<file path="src/sv/svr_pkg.sv">
// Shared constants, types and helper functions of the sphere voxel rasterizer.
package svr_pkg;

  localparam int FRAC_BITS  = 16;
  localparam int DIM_X_LOG2 = 6;
  localparam int DIM_Y_LOG2 = 6;
  localparam int DIM_Z_LOG2 = 6;
  localparam int DIM_X      = 1 << DIM_X_LOG2;
  localparam int DIM_Y      = 1 << DIM_Y_LOG2;
  localparam int DIM_Z      = 1 << DIM_Z_LOG2;

  localparam int IN_W  = 16;
  localparam int VOX_W = 6;

  localparam int CRD_XY = (DIM_X_LOG2 > DIM_Y_LOG2) ? DIM_X_LOG2 : DIM_Y_LOG2;
  localparam int CRD_W  = (CRD_XY > DIM_Z_LOG2) ? CRD_XY : DIM_Z_LOG2;
  localparam int EXT_W  = CRD_W + VOX_W;

  localparam int SUM_W  = ((IN_W > FRAC_BITS) ? IN_W : FRAC_BITS) + 2;
  localparam int SQ_W   = 2 * SUM_W;
  localparam int DIST_W = SQ_W + 2;
  localparam int PROD_W = SUM_W + CRD_W;

  localparam int ROW_AW = DIM_Y_LOG2 + DIM_Z_LOG2;
  localparam int ROWS   = DIM_Y * DIM_Z;

  localparam logic [SUM_W-1:0] R_MAX = SUM_W'((64'd1 << FRAC_BITS) - 64'd1);

  localparam logic [CRD_W-1:0] DX_M1 = CRD_W'(DIM_X - 1);
  localparam logic [CRD_W-1:0] DY_M1 = CRD_W'(DIM_Y - 1);
  localparam logic [CRD_W-1:0] DZ_M1 = CRD_W'(DIM_Z - 1);

  typedef enum logic [1:0] {
    MODE_CLEAR = 2'd0,
    MODE_ADD   = 2'd1,
    MODE_READ  = 2'd2,
    MODE_NONE  = 2'd3
  } mode_t;

  typedef enum logic [1:0] {
    SQ_R = 2'd0,
    SQ_Z = 2'd1,
    SQ_Y = 2'd2
  } sq_sel_t;

  typedef enum logic [3:0] {
    ST_INIT,
    ST_IDLE,
    ST_DISPATCH,
    ST_CLEAR,
    ST_BND,
    ST_R_SQ,
    ST_R_SAVE,
    ST_Z_SQ,
    ST_Z_SAVE,
    ST_Y_SQ,
    ST_Y_SAVE,
    ST_X_WALK,
    ST_X_DRAIN,
    ST_ROW_WR,
    ST_RD_ISSUE,
    ST_RD_CAP
  } state_t;

  typedef struct packed {
    logic    load;
    logic    bnd_en;
    logic    sq_en;
    sq_sel_t sq_sel;
    logic    r2_save;
    logic    z_init;
    logic    z_inc;
    logic    sz_save;
    logic    y_init;
    logic    y_inc;
    logic    syz_save;
    logic    walk;
    logic    row_wr;
    logic    clr_wr;
    logic    rd_issue;
    logic    rd_cap;
    logic    res_load;
  } cmd_t;

  typedef struct packed {
    logic [1:0] mode;
    logic       bnd_last;
    logic       x_last;
    logic       y_last;
    logic       z_last;
    logic       clr_last;
  } sts_t;

  // Normalized position floor(v * 2^FRAC_BITS / 2^log2d); always below 2^FRAC_BITS.
  function automatic logic signed [SUM_W-1:0] norm_pos(input logic [CRD_W-1:0] v,
                                                      input int log2d);
    logic [CRD_W+FRAC_BITS-1:0] t;
    t = {v, {FRAC_BITS{1'b0}}};
    return $signed(SUM_W'(t >> log2d));
  endfunction

endpackage

</file>
<file path="src/sv/svr_ctrl.sv">
// Controller: sequences clear, sphere walk and read transactions and owns the result valid.
module svr_ctrl (
  input  logic          clk,
  input  logic          rst,
  input  logic          in_valid,
  output logic          in_ready,
  output logic          out_valid,
  input  logic          out_ready,
  input  svr_pkg::sts_t sts,
  output svr_pkg::cmd_t cmd
);
  import svr_pkg::*;

  state_t state, state_next;
  logic   finish;

  always_ff @(posedge clk) begin
    if (rst) begin
      state     <= ST_INIT;
      out_valid <= 1'b0;
    end else begin
      state <= state_next;
      if (cmd.res_load) begin
        out_valid <= 1'b1;
      end else if (out_ready) begin
        out_valid <= 1'b0;
      end
    end
  end

  assign finish = !out_valid || out_ready;

  always_comb begin
    state_next = state;
    cmd        = '0;
    cmd.sq_sel = SQ_R;
    in_ready   = 1'b0;
    case (state)
      ST_INIT: begin
        cmd.clr_wr = 1'b1;
        if (sts.clr_last) begin
          state_next = ST_IDLE;
        end
      end
      ST_IDLE: begin
        in_ready = 1'b1;
        if (in_valid) begin
          cmd.load   = 1'b1;
          state_next = ST_DISPATCH;
        end
      end
      ST_DISPATCH: begin
        case (sts.mode)
          MODE_CLEAR: state_next = ST_CLEAR;
          MODE_ADD:   state_next = ST_BND;
          MODE_READ:  state_next = ST_RD_ISSUE;
          default: begin
            // unused mode: report without further work, touch nothing
            if (finish) begin
              cmd.res_load = 1'b1;
              state_next   = ST_IDLE;
            end
          end
        endcase
      end
      ST_CLEAR: begin
        cmd.clr_wr = 1'b1;
        if (sts.clr_last) begin
          state_next = ST_RD_CAP;
        end
      end
      ST_BND: begin
        cmd.bnd_en = 1'b1;
        if (sts.bnd_last) begin
          state_next = ST_R_SQ;
        end
      end
      ST_R_SQ: begin
        cmd.sq_en  = 1'b1;
        cmd.sq_sel = SQ_R;
        state_next = ST_R_SAVE;
      end
      ST_R_SAVE: begin
        cmd.r2_save = 1'b1;
        cmd.z_init  = 1'b1;
        state_next  = ST_Z_SQ;
      end
      ST_Z_SQ: begin
        cmd.sq_en  = 1'b1;
        cmd.sq_sel = SQ_Z;
        state_next = ST_Z_SAVE;
      end
      ST_Z_SAVE: begin
        cmd.sz_save = 1'b1;
        cmd.y_init  = 1'b1;
        state_next  = ST_Y_SQ;
      end
      ST_Y_SQ: begin
        // row read is issued here; data lands for the save state
        cmd.sq_en  = 1'b1;
        cmd.sq_sel = SQ_Y;
        state_next = ST_Y_SAVE;
      end
      ST_Y_SAVE: begin
        cmd.syz_save = 1'b1;
        state_next   = ST_X_WALK;
      end
      ST_X_WALK: begin
        cmd.walk = 1'b1;
        if (sts.x_last) begin
          state_next = ST_X_DRAIN;
        end
      end
      ST_X_DRAIN: begin
        state_next = ST_ROW_WR;
      end
      ST_ROW_WR: begin
        cmd.row_wr = 1'b1;
        if (!sts.y_last) begin
          cmd.y_inc  = 1'b1;
          state_next = ST_Y_SQ;
        end else if (!sts.z_last) begin
          cmd.z_inc  = 1'b1;
          state_next = ST_Z_SQ;
        end else begin
          state_next = ST_RD_CAP;
        end
      end
      ST_RD_ISSUE: begin
        cmd.rd_issue = 1'b1;
        state_next   = ST_RD_CAP;
      end
      ST_RD_CAP: begin
        // read mode holds the store address; all modes that land here wait for the output slot
        cmd.rd_cap = (sts.mode == MODE_READ);
        if (finish) begin
          cmd.res_load = 1'b1;
          state_next   = ST_IDLE;
        end
      end
      default: begin
        state_next = ST_IDLE;
      end
    endcase
  end

endmodule

</file>
<file path="config.mk">
export PLATFORM = sky130hd
export DESIGN_NAME = svr_ctrl
export DESIGN_NICKNAME = d
export VERILOG_FILES = /design/src/sv/svr_pkg.sv /design/src/sv/svr_ctrl.sv
export SDC_FILE = /design/constraint.sdc
export NUM_CORES = 1
export LEC_CHECK = 0
export BUFFER_PORTS_ARGS = -buffer_cell sky130_fd_sc_hd__buf_2
export CELL_PAD_IN_SITES_DETAIL_PLACEMENT = 0
export CELL_PAD_IN_SITES_GLOBAL_PLACEMENT = 2
export CORE_AREA = 2 2 58 60
export CTS_CLUSTER_SIZE = 8
export DETAILED_ROUTE_END_ITERATION = 8
export DIE_AREA = 0 0 60 62
export PLACE_DENSITY = 0.83
export SLEW_MARGIN = 10
export SYNTH_ARGS = -nofsm -noshare
export SYNTH_HDL_FRONTEND = slang
export SYNTH_SLANG_ARGS = --single-unit
</file>
<file path="constraint.sdc">
create_clock -name clk -period 2.2 [get_ports clk]
set_clock_uncertainty 0.15 [all_clocks]
set_input_delay 0.11 -clock clk [delete_from_list [all_inputs] [get_ports clk]]
set_output_delay 0.11 -clock clk [all_outputs]
set_load 0.01 [all_outputs]
</file>
**Word level (Yosys, flattened, before mapping)**

Cells that the tools add are included.

- Reduce and logical (&&, ||, !) cells: 8
- Equality and inequality tests: 22
- Muxes and demuxes: 33

Operators by type and width:

| kind | count |
|---|---|
| $pmux W4 S16 | 1 |
| $eq A4 B4 Y1 const B | 8 |
| $mux W4 | 8 |
| $mux W1 | 19 |
| $eq A4 B3 Y1 const B | 4 |
| $pmux W4 S3 | 1 |
| $ne A2 B2 Y1 const B | 5 |
| $pmux W3 S3 | 1 |
| $eq A4 B2 Y1 const B | 2 |
| $reduce_and A5 Y1 | 1 |
| $eq A4 B1 Y1 const B | 1 |
| $logic_not A4 Y1 | 1 |
| $mux W2 | 2 |
| $reduce_or A3 Y1 | 1 |
| $eq A2 B1 Y1 const B | 1 |
| $eq A2 B2 Y1 const B | 1 |
| $logic_not A2 Y1 | 1 |
| $pmux W1 S2 | 1 |
| $reduce_bool A2 Y1 | 1 |
| $reduce_or A2 Y1 | 1 |
| $logic_not A1 Y1 | 1 |
| $logic_or A1 B1 Y1 | 1 |

- Register bits after elaboration: 5
- Input port bits: 11

**Longest topological paths before layout**

- Word-level depth: 6
- Mapped depth: 6

**Worst setup path before layout**

Ideal clock, no wire load.

- Kind: register to output
- Start point: register state[1]
- End point: output cmd[10] (netlist bit)
- Data required time: 1.940 ns
- Arrival time: 1.342 ns
- Slack: 0.598 ns
- Stages on the path, launching flop included: 5
- Path through: dfxtp_1 > buf_2 > clkbuf_1 > nand2b_1 > nor4b_1

RTL lines:

| element | RTL line | source |
|---|---|---|
| start, declared | svr_ctrl.sv:14 | `state_t state, state_next;` |
| start signal, assigned | svr_ctrl.sv:22 | `state <= state_next;` |
| end, declared | svr_ctrl.sv:10 | `output svr_pkg::cmd_t cmd` |

==> results.yml <==
placed_design:
  io_buffers: 30
  pre_cts_ws_ns: 0.391
  place_hpwl_um: 1700
  dp_cells: 172
  gp_congestion: 0.793
logic_synthesis:
  synth_seq_cells: 5
  yosys-top-cells-area: "dfxtp_1 (14%), nor2_1 (9.0%), nor3_1 (5.6%)"
  synth.net_count: 116
  synth.avg_cell_area_um2: 6.97
  synth_top_area_share_pct: 14.1
  ys_types: 39
  yosysSeqAreaShare_pct: 14.1
  synthCells: 102
  yosysTopAreaCell: "dfxtp_1"
  netlist_area_um2: 711
  yosys_warnings: 0
worst_hold_path:
  hold_path.class: "input port to flip-flop"
  min_delay_path_depth: 3
finish:
  final_cell_mix: "buf_2 (30), nor2_1 (17), nor3_1 (8), a21oi_1 (6), nand2b_1 (5)"
  final_common_cell: "buf_2"
  fin_util_pct: 28.8
  diodes: 0
  fin_cells: 177
  n_fill_cell: 373
  multi_input_area_um2: 534
  drive_gt1_share_pct: 30.5
  area_delta_synth_final_pct: 29.0
  register_area_um2: 101
  fin_nets: 146
detailed_routing:
  routed.top_layer: "met4"
  avgViaCountPerCell: 4.80
  dr_wl_met3_um: 118
  drtIter0Drc: 17
  drcViolationCount: 0
  met1Wirelength_um: 965
  vias: 850
  firstDrtPassIters: 4
  drtAntennaViolNets: 0
  wl_met2_um: 1040
  drt_wl_total_um: 2170
  wl_per_cell_um: 12.2
sta:
  drv_slew: 0
  rsz0062_at_grt: "false"
  hold_viol_final: 0
  max_clock_freq_mhz: 499
  slew_headroom_pct: 62.9
  worstMarginPinSlew_ns: 0.543
  tns_ns: 0
  period_minus_slack_ns: 2.00
  fin_crit_sh_pct: 91.1
  worst_slack_ns: 0.196
  setup_viol: 0
clocking:
  cts_tree: "built"
  clk_transition_reported_paths_ns: 0.05
  clock-sinks: 5
  insertion_delay_ns: 0.25
  cts_root_buffer: "clkbuf_4"
  clockBufferDepth: 2
  htree_levels: 1
  cts_made_buffers: 3
run:
  maxCapViolCount: 0
floorplanning:
  initial_utilization_pct: 22.4
  die_area_mm2: 0.00372
  rows: 21
  ios: 31
  die_h_um: 62
  fp.coreArea_mm2: 0.00318
  die_width_um: 60
critical_path:
  crit_path_max_fanout: 19
  max_stage_delay_ns: 0.67
  critPathSlowestCell: "dfxtp_1"
  crit_path_cell_trace: "inv_1 > and3_1 > o21ai_1 > nor2_1 > buf_2"
  cp.required_ns: 1.94
  end_kind: "output pin"
  reg2reg_depth: 4
  worstSetupPathType: "flip-flop to output pin"
  cp.arrival_ns: 1.74
  startpoint_type: "flip-flop"
outcome:
  status: "finished, final reports clean"
global_routing:
  grt-ovfl-total: 0
  antenna_found_initial: 0
  grt_pass1_vias: 763
  grt_pass1_wl_um: 3480
  grt_max_degree: 20
  track_usage_pct: 12.5
power_and_ir_drop:
  p_total_uw: 328
  leakage_uw: 0.000398
  max-vdd-ir-drop_mv: 0.143
  powerDensity_mw_per_mm2: 357
[worst max-delay path: cells and delay by family (launching register included)]
kind | cells | cell delay (ns)
buffers and inverters | 2 | 0.37
AND/OR/NAND/NOR | 2 | 0.26
flip-flops | 1 | 0.67
AO/OA/AOI/OAI | 1 | 0.19
[flip-flops by register name, indices dropped and copies added, names as in the netlist]
name and flops:
state 4, out_valid 1
[what timing repair did]
| action | 4_1_cts | 5_1_grt |
|---|---|---|
| resized for setup | 0 | 1 |
| setup endpoints to repair | 0 | 1 |
| buffers inserted | 0 | 0 |
| hold endpoints to repair | 3 | 0 |
| hold buffers | 1 | 0 |
[worst paths after layout]
path | start | endpoint | slack [ns]
worst max register to register | state[0] | state[1] | 0.34
worst min-delay path | sts[4] | state[2] | 0.007
worst min register to register | out_valid | out_valid | 0.43
worst max-delay path | state[0] | cmd[0] | 0.20
[cells by family after synthesis]
family	Yosys count	share of synthesized area [%]
flops	5	14.1
buf+inv	13	10.7
fa+ha+maj	3	5.28
mux	1	1.41
simple gates	52	40.7
compound gates	28	27.8
[per-layer routing]
metal  track usage (%)  vias up
met2              21.0       26
met3              3.31        4
met4              5.71        0
met1              15.0      389
met5                 0        -
li1                  -      431
[power by group]
| part | internal, uW | switching (uW) | total (uW) | leakage, uW |
|---|---|---|---|---|
| Clock | 68.9 | 42.9 | 112 | 0.0000150 |
| Combinational | 49.6 | 56.4 | 106 | 0.000342 |
| Sequential | 94.5 | 15.3 | 110 | 0.0000411 |
[final cells by class]
cell class | count | share of cell area (%)
clock buffers | 4 | 2.86
well taps | 46 | 6.28
inverters | 4 | 1.64
repair buffers | 34 | 19.9
multi-input cells | 84 | 58.3
flip-flops and latches | 5 | 11.1
[per-stage QoR]
step | cell area, um^2 | hold WS (ns)
detailed placement | 880 | 0.216
floorplan | 711 | 0.0224
finish | 917 | 0.00655
CTS | 916 | 0.00850
global route | 917 | 0.0188
global placement | 880 | 0.218
[cells in the mapped netlist]
master,instances
mux2i_1,1
o21a_1,4
or3b_1,1
nand2_1,3
buf_6,2
a31oi_1,1
inv_1,4
and3b_1,1
o211a_1,1
a2111oi_0,3
buf_2,1
or4b_1,1
nor4_1,1
nor3b_1,4
o21ai_1,1
nand4b_1,1
nor2_1,17
o2bb2ai_1,2
or2_1,1
nand3b_1,2
o21ai_0,4
nor3_1,8
nor4b_1,1
a21o_1,1
nand3_1,2
and3_1,2
ha_1,3
clkbuf_1,3
o211ai_1,1
a21oi_1,6
nand2b_1,5
or4_4,1
a21oi_2,1
a21boi_0,1
a2bb2oi_2,1
o22ai_1,1
nor2b_1,1
buf_4,3
dfxtp_1,5
No activity file was read; power rests on OpenSTA's default activity.
